--- src/rtl/srr_pkg.sv ---
package srr_pkg;

    // sequence space, receive window and stored payload width
    localparam int SEQ_SPACE    = 8;
    localparam int WINDOW       = 3;
    localparam int PAYLOAD_BITS = 64;
    localparam int QUEUE_DEPTH  = 2;

    // fixed port widths
    localparam int SEQ_PORT_W     = 3;
    localparam int PAYLOAD_PORT_W = 64;

    localparam int SEQ_W = $clog2(SEQ_SPACE);
    localparam int CNT_W = $clog2(WINDOW + 1);

    typedef logic [SEQ_W-1:0]        seq_t;
    typedef logic [CNT_W-1:0]        cnt_t;
    typedef logic [PAYLOAD_BITS-1:0] data_t;

    typedef enum logic
    {
        RES_ACK     = 1'b0,
        RES_DELIVER = 1'b1
    } res_kind_t;

    typedef enum logic [1:0]
    {
        B_IDLE,
        B_ACK,
        B_DLV
    } back_state_t;

    // work for the back end: acknowledge seq, optionally store, then deliver count slots
    typedef struct packed
    {
        seq_t  seq;
        logic  store;
        cnt_t  count;
        data_t data;
    } srr_cmd_t;

    // port sequence number reduced into the sequence space
    function automatic seq_t seq_mod(input logic [SEQ_PORT_W-1:0] x);
        logic [SEQ_W+3:0] w;
        w = (SEQ_W+4)'(x);
        if (w >= (SEQ_W+4)'(SEQ_SPACE))
        begin
            w = w - (SEQ_W+4)'(SEQ_SPACE);
        end
        return w[SEQ_W-1:0];
    endfunction

    // (a + b) mod SEQ_SPACE for operands already in range
    function automatic seq_t add_mod(input seq_t a, input seq_t b);
        logic [SEQ_W:0] w;
        w = {1'b0, a} + {1'b0, b};
        if (w >= (SEQ_W+1)'(SEQ_SPACE))
        begin
            w = w - (SEQ_W+1)'(SEQ_SPACE);
        end
        return w[SEQ_W-1:0];
    endfunction

    // (a - b) mod SEQ_SPACE for operands already in range
    function automatic seq_t sub_mod(input seq_t a, input seq_t b);
        logic [SEQ_W:0] w;
        w = {1'b0, a} - {1'b0, b};
        if (a < b)
        begin
            w = w + (SEQ_W+1)'(SEQ_SPACE);
        end
        return w[SEQ_W-1:0];
    endfunction

    // sequence slot as the 3-bit acknowledgement number
    function automatic logic [SEQ_PORT_W-1:0] ack_of(input seq_t s);
        logic [SEQ_W+SEQ_PORT_W-1:0] w;
        w = (SEQ_W+SEQ_PORT_W)'(s);
        return w[SEQ_PORT_W-1:0];
    endfunction

    // stored payload zero-extended to the port width
    function automatic logic [PAYLOAD_PORT_W-1:0] widen_payload(input data_t d);
        logic [PAYLOAD_PORT_W-1:0] w;
        w = '0;
        w[PAYLOAD_BITS-1:0] = d;
        return w;
    endfunction

endpackage

--- src/rtl/selective_repeat_receiver.sv ---
// Selective-repeat ARQ receiver, sequence numbers modulo 8, receive window of 3.
// Each packet beat on the pkt channel is accepted whenever the two-entry
// command queue has room. Bad-checksum, held-duplicate and out-of-window
// packets get no result, but a good one up to three slots behind the base is
// acknowledged again. A good new packet yields one acknowledgement on the res
// channel, followed (when it fills the slot at the window base) by up to three
// in-order deliveries; last marks the final beat of each packet. The idle back
// end takes a command from the queue, then emits one result per cycle while
// res_ready allows (single result port, one-read-per-cycle reorder buffer) and
// takes no new command until the last result is loaded. The window base resets
// to 1 and all received marks clear at reset; the buffer needs no clearing pass.
module selective_repeat_receiver
    import srr_pkg::*;
    #(
        parameter int QUEUE_ENTRIES = QUEUE_DEPTH
    )
    (
        input  logic                      clk,
        input  logic                      rst_n,
        input  logic                      pkt_valid,
        output logic                      pkt_ready,
        input  logic [SEQ_PORT_W-1:0]     seq_number,
        input  logic                      checksum_ok,
        input  logic [PAYLOAD_PORT_W-1:0] payload,
        output logic                      res_valid,
        input  logic                      res_ready,
        output logic                      result_kind,
        output logic [SEQ_PORT_W-1:0]     ack_number,
        output logic [PAYLOAD_PORT_W-1:0] delivered_payload,
        output logic                      last
    );

    srr_cmd_t front_cmd, back_cmd;
    logic     front_valid, front_ready;
    logic     back_valid, back_ready;

    // window tracking and classification
    srr_front u_front
        (
            .clk         (clk),
            .rst_n       (rst_n),
            .pkt_valid   (pkt_valid),
            .pkt_ready   (pkt_ready),
            .seq_number  (seq_number),
            .checksum_ok (checksum_ok),
            .payload     (payload),
            .cmd_valid   (front_valid),
            .cmd_ready   (front_ready),
            .cmd         (front_cmd)
        );

    // command queue between the two halves
    srr_fifo
        #(
            .DEPTH (QUEUE_ENTRIES)
        )
        u_queue
        (
            .clk        (clk),
            .rst_n      (rst_n),
            .push_valid (front_valid),
            .push_ready (front_ready),
            .push_data  (front_cmd),
            .pop_valid  (back_valid),
            .pop_ready  (back_ready),
            .pop_data   (back_cmd)
        );

    // acknowledgement and delivery sequencing
    srr_back u_back
        (
            .clk               (clk),
            .rst_n             (rst_n),
            .cmd_valid         (back_valid),
            .cmd_ready         (back_ready),
            .cmd               (back_cmd),
            .res_valid         (res_valid),
            .res_ready         (res_ready),
            .result_kind       (result_kind),
            .ack_number        (ack_number),
            .delivered_payload (delivered_payload),
            .last              (last)
        );

endmodule

--- src/rtl/srr_ram.sv ---
module srr_ram
    #(
        parameter int WIDTH = 8,
        parameter int DEPTH = 8
    )
    (
        input  logic                     clk,
        input  logic                     wr_en,
        input  logic [$clog2(DEPTH)-1:0] wr_addr,
        input  logic [WIDTH-1:0]         wr_data,
        input  logic                     rd_en,
        input  logic [$clog2(DEPTH)-1:0] rd_addr,
        output logic [WIDTH-1:0]         rd_data
    );

    logic [WIDTH-1:0] mem [DEPTH];
    logic [WIDTH-1:0] rd_data_reg;

    // write port
    always_ff @(posedge clk)
    begin
        if (wr_en)
        begin
            mem[wr_addr] <= wr_data;
        end
    end

    // registered read, holds while not enabled
    always_ff @(posedge clk)
    begin
        if (rd_en)
        begin
            rd_data_reg <= mem[rd_addr];
        end
    end

    assign rd_data = rd_data_reg;

endmodule

--- src/rtl/srr_fifo.sv ---
module srr_fifo
    import srr_pkg::*;
    #(
        parameter int DEPTH = QUEUE_DEPTH
    )
    (
        input  logic     clk,
        input  logic     rst_n,
        input  logic     push_valid,
        output logic     push_ready,
        input  srr_cmd_t push_data,
        output logic     pop_valid,
        input  logic     pop_ready,
        output srr_cmd_t pop_data
    );

    localparam int PTR_W = (DEPTH > 1) ? $clog2(DEPTH) : 1;
    localparam int FILL_W = $clog2(DEPTH + 1);

    srr_cmd_t          entry_reg [DEPTH];
    logic [PTR_W-1:0]  wr_ptr_reg, wr_ptr_next;
    logic [PTR_W-1:0]  rd_ptr_reg, rd_ptr_next;
    logic [FILL_W-1:0] fill_reg, fill_next;
    logic              do_push, do_pop;

    assign push_ready = (fill_reg != FILL_W'(DEPTH));
    assign pop_valid  = (fill_reg != '0);
    assign pop_data   = entry_reg[rd_ptr_reg];
    assign do_push    = push_valid && push_ready;
    assign do_pop     = pop_valid && pop_ready;

    // pointer and fill bookkeeping
    always_comb
    begin
        wr_ptr_next = wr_ptr_reg;
        rd_ptr_next = rd_ptr_reg;
        fill_next   = fill_reg;
        if (do_push)
        begin
            wr_ptr_next = (wr_ptr_reg == PTR_W'(DEPTH - 1)) ? '0 : wr_ptr_reg + 1'b1;
        end
        if (do_pop)
        begin
            rd_ptr_next = (rd_ptr_reg == PTR_W'(DEPTH - 1)) ? '0 : rd_ptr_reg + 1'b1;
        end
        if (do_push && !do_pop)
        begin
            fill_next = fill_reg + 1'b1;
        end
        else if (do_pop && !do_push)
        begin
            fill_next = fill_reg - 1'b1;
        end
    end

    always_ff @(posedge clk or negedge rst_n)
    begin
        if (!rst_n)
        begin
            wr_ptr_reg <= '0;
            rd_ptr_reg <= '0;
            fill_reg   <= '0;
        end
        else
        begin
            wr_ptr_reg <= wr_ptr_next;
            rd_ptr_reg <= rd_ptr_next;
            fill_reg   <= fill_next;
        end
    end

    // entry storage
    always_ff @(posedge clk)
    begin
        if (do_push)
        begin
            entry_reg[wr_ptr_reg] <= push_data;
        end
    end

endmodule

--- src/rtl/srr_front.sv ---
module srr_front
    import srr_pkg::*;
    (
        input  logic                      clk,
        input  logic                      rst_n,
        input  logic                      pkt_valid,
        output logic                      pkt_ready,
        input  logic [SEQ_PORT_W-1:0]     seq_number,
        input  logic                      checksum_ok,
        input  logic [PAYLOAD_PORT_W-1:0] payload,
        output logic                      cmd_valid,
        input  logic                      cmd_ready,
        output srr_cmd_t                  cmd
    );

    seq_t                 base_reg, base_next;
    logic [SEQ_SPACE-1:0] marks_reg, marks_next;

    seq_t                 seq, ahead, behind, slot;
    logic                 in_window, in_behind, is_new, do_ack, store;
    logic                 chain;
    logic [SEQ_SPACE-1:0] marks_set;
    cnt_t                 count;
    logic                 accept;

    assign pkt_ready = cmd_ready;
    assign accept    = pkt_valid && pkt_ready;

    // classify the beat against the window and work out the delivery run
    always_comb
    begin
        seq       = seq_mod(seq_number);
        ahead     = sub_mod(seq, base_reg);
        behind    = sub_mod(base_reg, seq);
        in_window = int'(ahead) < WINDOW;
        in_behind = (behind != '0) && (int'(behind) <= WINDOW);
        is_new    = !in_behind && in_window && !marks_reg[seq];
        do_ack    = checksum_ok && (in_behind || is_new);
        store     = checksum_ok && is_new;

        marks_set = marks_reg;
        if (store)
        begin
            marks_set[seq] = 1'b1;
        end

        // consecutive marked slots from the base, at most one window
        marks_next = marks_set;
        count      = '0;
        chain      = store && (seq == base_reg);
        slot       = base_reg;
        for (int i = 0; i < WINDOW; i++)
        begin
            slot  = add_mod(base_reg, seq_t'(i));
            chain = chain && marks_set[slot];
            if (chain)
            begin
                count            = cnt_t'(count + 1'b1);
                marks_next[slot] = 1'b0;
            end
        end
        base_next = add_mod(base_reg, seq_t'(count));

        cmd.seq   = seq;
        cmd.store = store;
        cmd.count = count;
        cmd.data  = payload[PAYLOAD_BITS-1:0];
    end

    assign cmd_valid = pkt_valid && do_ack;

    always_ff @(posedge clk or negedge rst_n)
    begin
        if (!rst_n)
        begin
            base_reg  <= seq_t'(1 % SEQ_SPACE);
            marks_reg <= '0;
        end
        else if (accept)
        begin
            base_reg  <= base_next;
            marks_reg <= marks_next;
        end
    end

endmodule

--- src/rtl/srr_back.sv ---
module srr_back
    import srr_pkg::*;
    (
        input  logic                      clk,
        input  logic                      rst_n,
        input  logic                      cmd_valid,
        output logic                      cmd_ready,
        input  srr_cmd_t                  cmd,
        output logic                      res_valid,
        input  logic                      res_ready,
        output logic                      result_kind,
        output logic [SEQ_PORT_W-1:0]     ack_number,
        output logic [PAYLOAD_PORT_W-1:0] delivered_payload,
        output logic                      last
    );

    back_state_t state_reg, state_next;
    srr_cmd_t    cmd_reg, cmd_next;
    cnt_t        rem_reg, rem_next;
    seq_t        rd_ptr_reg, rd_ptr_next;
    logic        first_reg, first_next;

    logic                      res_valid_reg, res_valid_next;
    res_kind_t                 res_kind_reg, res_kind_next;
    logic [SEQ_PORT_W-1:0]     ack_reg, ack_next;
    logic [PAYLOAD_PORT_W-1:0] data_reg, data_next;
    logic                      last_reg, last_next;

    logic  out_free, load;
    logic  ram_wr_en, ram_rd_en;
    seq_t  ram_rd_addr;
    data_t ram_rd_data;

    assign out_free  = !res_valid_reg || res_ready;
    assign cmd_ready = (state_reg == B_IDLE);

    // reorder buffer, written with each stored beat and read for the delivery run
    srr_ram
        #(
            .WIDTH (PAYLOAD_BITS),
            .DEPTH (SEQ_SPACE)
        )
        u_buf
        (
            .clk     (clk),
            .wr_en   (ram_wr_en),
            .wr_addr (cmd_reg.seq),
            .wr_data (cmd_reg.data),
            .rd_en   (ram_rd_en),
            .rd_addr (ram_rd_addr),
            .rd_data (ram_rd_data)
        );

    // sequencer: acknowledge, then deliver the run one beat a cycle while the output is free
    always_comb
    begin
        state_next    = state_reg;
        cmd_next      = cmd_reg;
        rem_next      = rem_reg;
        rd_ptr_next   = rd_ptr_reg;
        first_next    = first_reg;
        load          = 1'b0;
        res_kind_next = res_kind_reg;
        ack_next      = ack_reg;
        data_next     = data_reg;
        last_next     = last_reg;
        ram_wr_en     = 1'b0;
        ram_rd_en     = 1'b0;
        ram_rd_addr   = rd_ptr_reg;

        unique case (state_reg)
            B_IDLE:
            begin
                if (cmd_valid)
                begin
                    cmd_next   = cmd;
                    state_next = B_ACK;
                end
            end
            B_ACK:
            begin
                if (out_free)
                begin
                    load          = 1'b1;
                    res_kind_next = RES_ACK;
                    ack_next      = ack_of(cmd_reg.seq);
                    data_next     = '0;
                    last_next     = (cmd_reg.count == '0);
                    ram_wr_en     = cmd_reg.store;
                    rem_next      = cmd_reg.count;
                    first_next    = 1'b1;
                    // second slot of the run is fetched ahead; the first is this beat's payload
                    if (cmd_reg.count > cnt_t'(1))
                    begin
                        ram_rd_en   = 1'b1;
                        ram_rd_addr = add_mod(cmd_reg.seq, seq_t'(1));
                        rd_ptr_next = add_mod(cmd_reg.seq, seq_t'(2));
                    end
                    state_next = (cmd_reg.count == '0) ? B_IDLE : B_DLV;
                end
            end
            B_DLV:
            begin
                if (out_free)
                begin
                    load          = 1'b1;
                    res_kind_next = RES_DELIVER;
                    ack_next      = '0;
                    data_next     = first_reg ? widen_payload(cmd_reg.data)
                                              : widen_payload(ram_rd_data);
                    last_next     = (rem_reg == cnt_t'(1));
                    rem_next      = rem_reg - 1'b1;
                    first_next    = 1'b0;
                    if (!first_reg && (rem_reg > cnt_t'(1)))
                    begin
                        ram_rd_en   = 1'b1;
                        ram_rd_addr = rd_ptr_reg;
                        rd_ptr_next = add_mod(rd_ptr_reg, seq_t'(1));
                    end
                    if (rem_reg == cnt_t'(1))
                    begin
                        state_next = B_IDLE;
                    end
                end
            end
            default:
            begin
                state_next = B_IDLE;
            end
        endcase

        if (load)
        begin
            res_valid_next = 1'b1;
        end
        else if (res_ready)
        begin
            res_valid_next = 1'b0;
        end
        else
        begin
            res_valid_next = res_valid_reg;
        end
    end

    always_ff @(posedge clk or negedge rst_n)
    begin
        if (!rst_n)
        begin
            state_reg     <= B_IDLE;
            rem_reg       <= '0;
            first_reg     <= 1'b0;
            res_valid_reg <= 1'b0;
        end
        else
        begin
            state_reg     <= state_next;
            rem_reg       <= rem_next;
            first_reg     <= first_next;
            res_valid_reg <= res_valid_next;
        end
    end

    // payload registers
    always_ff @(posedge clk)
    begin
        cmd_reg      <= cmd_next;
        rd_ptr_reg   <= rd_ptr_next;
        res_kind_reg <= res_kind_next;
        ack_reg      <= ack_next;
        data_reg     <= data_next;
        last_reg     <= last_next;
    end

    assign res_valid         = res_valid_reg;
    assign result_kind       = res_kind_reg;
    assign ack_number        = ack_reg;
    assign delivered_payload = data_reg;
    assign last              = last_reg;

    // a packet's results always open with its acknowledgement
    a_ack_first: assert property (@(posedge clk) disable iff (!rst_n)
        (res_valid_reg && res_ready && last_reg)
        |=> (!res_valid_reg || res_kind_reg == RES_ACK))
        else $error("result after a last beat is not an acknowledgement");

    // a run never pauses between beats once the previous one is taken
    a_run_back_to_back: assert property (@(posedge clk) disable iff (!rst_n)
        (res_valid_reg && res_ready && !last_reg)
        |=> (res_valid_reg && res_kind_reg == RES_DELIVER))
        else $error("delivery run broken after a non-last beat");

    // delivering with nothing left to deliver
    a_rem_nonzero: assert property (@(posedge clk) disable iff (!rst_n)
        (state_reg == B_DLV) |-> (rem_reg != '0))
        else $error("delivery state with empty run");

    // the look-ahead read must never hit the slot being written
    a_no_rw_collision: assert property (@(posedge clk) disable iff (!rst_n)
        (ram_wr_en && ram_rd_en) |-> (ram_rd_addr != cmd_reg.seq))
        else $error("buffer read and write to the same slot");

endmodule
--- config.mk ---
export PLATFORM = sky130hd
export DESIGN_NAME = selective_repeat_receiver
export DESIGN_NICKNAME = d
export VERILOG_FILES = /design/src/rtl/srr_pkg.sv /design/src/rtl/selective_repeat_receiver.sv /design/src/rtl/srr_ram.sv /design/src/rtl/srr_fifo.sv /design/src/rtl/srr_front.sv /design/src/rtl/srr_back.sv
export SDC_FILE = /design/constraint.sdc
export NUM_CORES = 1
export LEC_CHECK = 0
export BUFFER_PORTS_ARGS = -buffer_cell sky130_fd_sc_hd__buf_2
export CORE_MARGIN = 2
export CORE_UTILIZATION = 60
export DETAILED_ROUTE_END_ITERATION = 16
export PLACE_DENSITY = 0.78
export SYNTH_ARGS = -nofsm -noshare
export SYNTH_HDL_FRONTEND = slang
export SYNTH_SLANG_ARGS = --single-unit
--- constraint.sdc ---
create_clock -name clk -period 12.5 [get_ports clk]
set_input_delay 1.25 -clock clk [delete_from_list [all_inputs] [get_ports clk]]
set_output_delay 1.25 -clock clk [all_outputs]
set_load 0.005 [all_outputs]
# Word level (Yosys, flattened, before mapping)
# Memory sizes are Yosys's and may differ from the RTL's. A register that Yosys moved wholly into a read port is not among the register bits.
# Index checks and enable logic that the tools add are counted.
# word_totals
latchBits,0
wordCells,201
mem_count,2
reg_bits,93
romBits,0
inputBits,72
ramBits,652
# classes
bitwise_logic,7
shift,0
reduce_logical,40
n_addsub,24
mul,0
order_cmp,21
n_eq_ne,11
mux,82
n_div,0
# memory_table
memory,depth,width,read_ports,rd_ports_with_merged_regs,write_ports,line_no,rtl
u_back.u_buf.mem,8,64,1,1,1,srr_ram.sv:16,logic [WIDTH-1:0] mem [DEPTH];
u_queue.entry_reg,2,70,1,1,1,srr_fifo.sv:20,srr_cmd_t entry_reg [DEPTH];
# op_table
op,count
64-bit 2-to-1 mux,3
64-bit case mux with 2 select lines,1
3-bit 2-to-1 mux,18
8-bit 2-to-1 mux,4
1-bit 2-to-1 mux,29
8-bit AND,3
4-bit >= comparator (second input constant),6
8-bit inverter,3
2-bit 2-to-1 mux,11
3-bit by 1-bit subtractor with 3-bit output (second input constant),7
1-bit logical AND,20
3-bit by 4-bit < comparator with 1-bit output (second input constant),4
3-bit by 1-bit adder with 4-bit output (second input constant),3
1-bit binary-select mux with 3-bit select,4
1-bit demux with 3-bit select,4
3-bit by 1-bit >= comparator with 1-bit output (second input constant),4
2-bit by 1-bit inequality test with 1-bit output (second input constant),6
3-bit case mux with 2 select lines,2
3-bit by 2-bit adder with 4-bit output (second input constant),2
8-bit OR,1
1-bit case mux with 2 select lines,4
2-bit nonzero test,4
3-bit by 1-bit adder with 3-bit output (second input constant),2
1-bit zero test,6
other kinds (25),34

# Longest topological paths before layout
# logic_depth
depth_word,21
depth_mapped,19
depth_no_buf,16

# Modules after synthesis
# From an unflattened synthesis, not the netlist that was laid out.
# unflattened
cells_unflattened,1650
area_unflattened_um2,34712.0
# modules_own_cells
mod,area_per_inst_um2,cells_per_inst,instances
srr_ram,21187.8,816,1
srr_back,5898.2,355,1
srr_fifo,5596.6,236,1
srr_front,2029.4,243,1

# Worst setup path before layout
# No wires, ideal clock.
# synth_timing
path_type,input port to flip-flop
from,input res_ready
to,"memory u_back.u_buf.mem[0][0] (netlist name), enable pin"
path_buffers,1
path_slack_ps,5862
t_arrival_ps,6073
setup_ps,565
stages,4
t_required_ps,11935
cell_sequence,nand2b_1 -> clkbuf_1 -> nand3_1 -> nor3_1
# synth_between
elab_chain_cells,5
# synth_rtl
item,line_no,rtl
from (decl),selective_repeat_receiver.sv:26,"input logic res_ready,"
1-bit logical OR,srr_back.sv:34,assign out_free = !res_valid_reg || res_ready;
1-bit 2-to-1 mux,srr_back.sv:82,if (out_free)
1-bit 2-to-1 mux,srr_back.sv:71,unique case (state_reg)
1-bit 2-to-1 mux,srr_ram.sv:22,if (wr_en)
1-bit 2-to-1 mux (implied by the code),srr_ram.sv:24,mem[wr_addr] <= wr_data;
to (decl),srr_ram.sv:16,
# No other way between the ends.

==> flow_summary_export.csv <==
group,metric,value,unit
detailed_routing,wire_per_inst,26.1,microns
placed_design,dp_hpwl,35100,microns
critical_path,critical_path_class,"reg2reg",
clock_network,htree_levels,3,
sta,setup_violations,0,
critical_path,required,12.97,ns
floorplan,chipHeight,242,microns
critical_path,critPathBufInv,3,
critical_path,cp.arrival,5.63,ns
synth,syn_inst,1610,
sta,rsz0062_at_grt,"false",
detailed_routing,ant_nets,0,
clock_network,cts_resized,0,
worst_hold_path,hp-class,"reg2reg",
status,status,"complete, no violations",
critical_path,start_kind,"flop",
detailed_routing,vias_per_cell,6.23,
cells_and_area,final_cell_mix,"edfxtp_1 (858), buf_2 (142), mux2_2 (135), mux4_2 (128), clkbuf_16 (84)",
global_routing,grt-ovfl-total,0,
global_routing,track_usage,23.6,%
floorplan,row_count,87,
synth,synth_edf_count,858,
detailed_routing,dr.pass1.iters,6,
synth,yosys-top-cells-area,"edfxtp_1 (76%), mux4_2 (8.5%), mux2_2 (4.5%)",
sta,setup_tns,0,ns
floorplan,start_util,60.4,%
synth,yosysTopAreaCell,"edfxtp_1",
floorplan,pin_count,143,
clock_network,cts.hold.buffers_added,0,
clock_network,cts_root_buf,"clkbuf_16",
cells_and_area,nNetsFinal,1886,
synth,ys_async_sr_fraction,2.39,%
clock_network,insertion_delay,0.63,ns
sta,drv_slew,0,
clock_network,cts_buffer_depth,3,
cells_and_area,final_common_cell,"edfxtp_1",
sta,fin_ws,7.34,ns
cells_and_area,antennaDiodeCount,0,
global_routing,grt_max_degree,84,
power_and_ir_drop,power.total,9.77,mW
run,maxCapViolations,0,
placed_design,placed_cells,2462,
clock_network,cts_tree,"built",
critical_path,max_stage_delay,0.83,ns
detailed_routing,drt-initial-drc-count,1533,
detailed_routing,drc,0,
detailed_routing,wl,68100,microns
placed_design,gp_congestion,0.952,
critical_path,path_delay_family,"adder cells",
cells_and_area,stdcell_area,38200,sq um
cells_and_area,fin_util,68.1,%
global_routing,first_global_vias,17300,
power_and_ir_drop,total_leakage_power,12.8,nW
critical_path,path_max_fanout,24,
synth,synth.distinct_cells,65,
cells_and_area,finalNonFillerCells,2613,
cells_and_area,largest_register_ffs,512,
power_and_ir_drop,ir_drop,0.000241,V
placed_design,dp_slack,7.23,ns
synth,ys_seq_area_share,77.6,%
placed_design,portBuffers,142,
cells_and_area,drive_gt1_share,30.9,%
clock_network,cts.sinks,879,
critical_path,cp_cell_sequence,"clkinv_1, ha_1, inv_1, fa_1, nor2b_1, o211a_1, and3_1, nor4_1, or3_1, a221o_1, inv_1, a21oi_1, ha_1, fa_1, nand2_1, o21ai_0",
power_and_ir_drop,power_density,256,nW/um^2
sta,fmax,194,MHz
global_routing,grt_antenna_before_repair,1,
detailed_routing,num_vias,16300,
sta,fin_crit,5.16,ns
synth,yosys_warnings,0,
sta,max_slew.worst_pin.slew,1.23,ns
synth,synth_flop_cell,"edfxtp_1",
placed_design,placed_area,35500,sq um
critical_path,cp_slowest_cell,"dfstp_2",
cells_and_area,area_growth,12.7,%
critical_path,cp-end-kind,"flop",
global_routing,grt_first_pass_wirelength,104000,microns
floorplan,fp.dieArea,58400,sq um
clock_network,path_clk_slew,0.06,ns
synth,synth.avg_cell_area,21.0,sq um
sta,finClkSkew,0.0317,ns
synth,synth_top_area_share,76.1,%
sta,relSlewSlack,16.3,%
floorplan,core_area,56100,sq um
synth,ys_seq_elements,879,
floorplan,fp.dieW,242,microns
sta,hold_violations,0,
synth,syn_nets,1705,
sta,fin_hold_ws,0.539,ns
sta,fin_crit_sh,41.3,%
synth,synth_area,33900,sq um
clock_network,numCtsBuffers,83,
clock_network,cts_setup_buffers,0,
-- worst reg2reg max path, stage by stage (launching register included) --
cell and delay (ns):
dfstp_2 0.83, clkinv_1 0.45, ha_1 0.33, inv_1 0.07
fa_1 0.41, nor2b_1 0.29, o211a_1 0.39, and3_1 0.29
nor4_1 0.07, or3_1 0.43, a221o_1 0.43, inv_1 0.11
a21oi_1 0.11, ha_1 0.24, fa_1 0.44, nand2_1 0.06
o21ai_0 0.08
-- per-layer routing --
layer	part of all wire [%]	track usage, %	up-vias
met5	0	0	-
li1	-	-	6871
met3	7.2	4.07	138
met4	2.5	7.93	0
met2	50	39.0	777
met1	40	32.4	8498
-- cell usage after synthesis, drive strengths merged (2+ instances only) --
cell    number
a31oi        8
and2         3
xnor2        6
edfxtp     858
nand2       28
nor2b       67
o211ai       3
nand3        5
o21ai       17
or3          4
nand2b       7
clkbuf      44
o32ai        4
ha          20
mux2i       67
xor2         5
nor3        13
a211oi       2
buf         26
a41oi        3
a2111o       2
dfrtp       20
a21oi       19
nor4b        2
fa           3
and3         3
a21o         6
a221oi       4
o31ai        9
inv         30
mux4       128
or4          2
nor2        29
nor4         8
mux2       136
nand4        3
-- kinds of logic after synthesis --
kind of cell | synth area share (%)
AND/OR/NAND/NOR | 2.97
multiplexers | 15.0
adder cells (fa/ha/maj) | 0.916
XOR/XNOR | 0.443
flip-flops | 77.6
AO/OA/AOI/OAI | 1.78
buffers and inverters | 1.25
-- final timing paths --
kind                       slack, ns           startpoint                   end  cells past startpoint
min in group asynchronous       0.60                rst_n  u_front.marks_reg[4]                      1
setup reg to reg                7.34  u_front.base_reg[0]   u_front.base_reg[1]                     16
hold / removal                  0.54    u_back.rem_reg[0]     u_back.rem_reg[0]                      2
hold reg to reg                 0.54    u_back.rem_reg[0]     u_back.rem_reg[0]                      2
max in group asynchronous      11.46                rst_n      u_back.first_reg                      1
setup / recovery                7.34  u_front.base_reg[0]   u_front.base_reg[1]                     16
-- where the power goes --
part	switching, mW	total [mW]	internal [mW]
logic	1.46	2.66	1.20
clock network	1.06	2.46	1.41
registers	0.430	4.65	4.22
-- layout make-up --
| type | instances | area, sq um |
|---|---|---|
| inverter | 31 | 121 |
| timing repair buffer | 166 | 891 |
| clock buffer | 102 | 2170 |
| sequential | 879 | 26300 |
| multi-input combinational | 630 | 7280 |
| fill | 3329 | 17900 |
| tap | 756 | 946 |
| clock inverter | 49 | 483 |
Note: power is estimated with default switching activity, not from simulation.
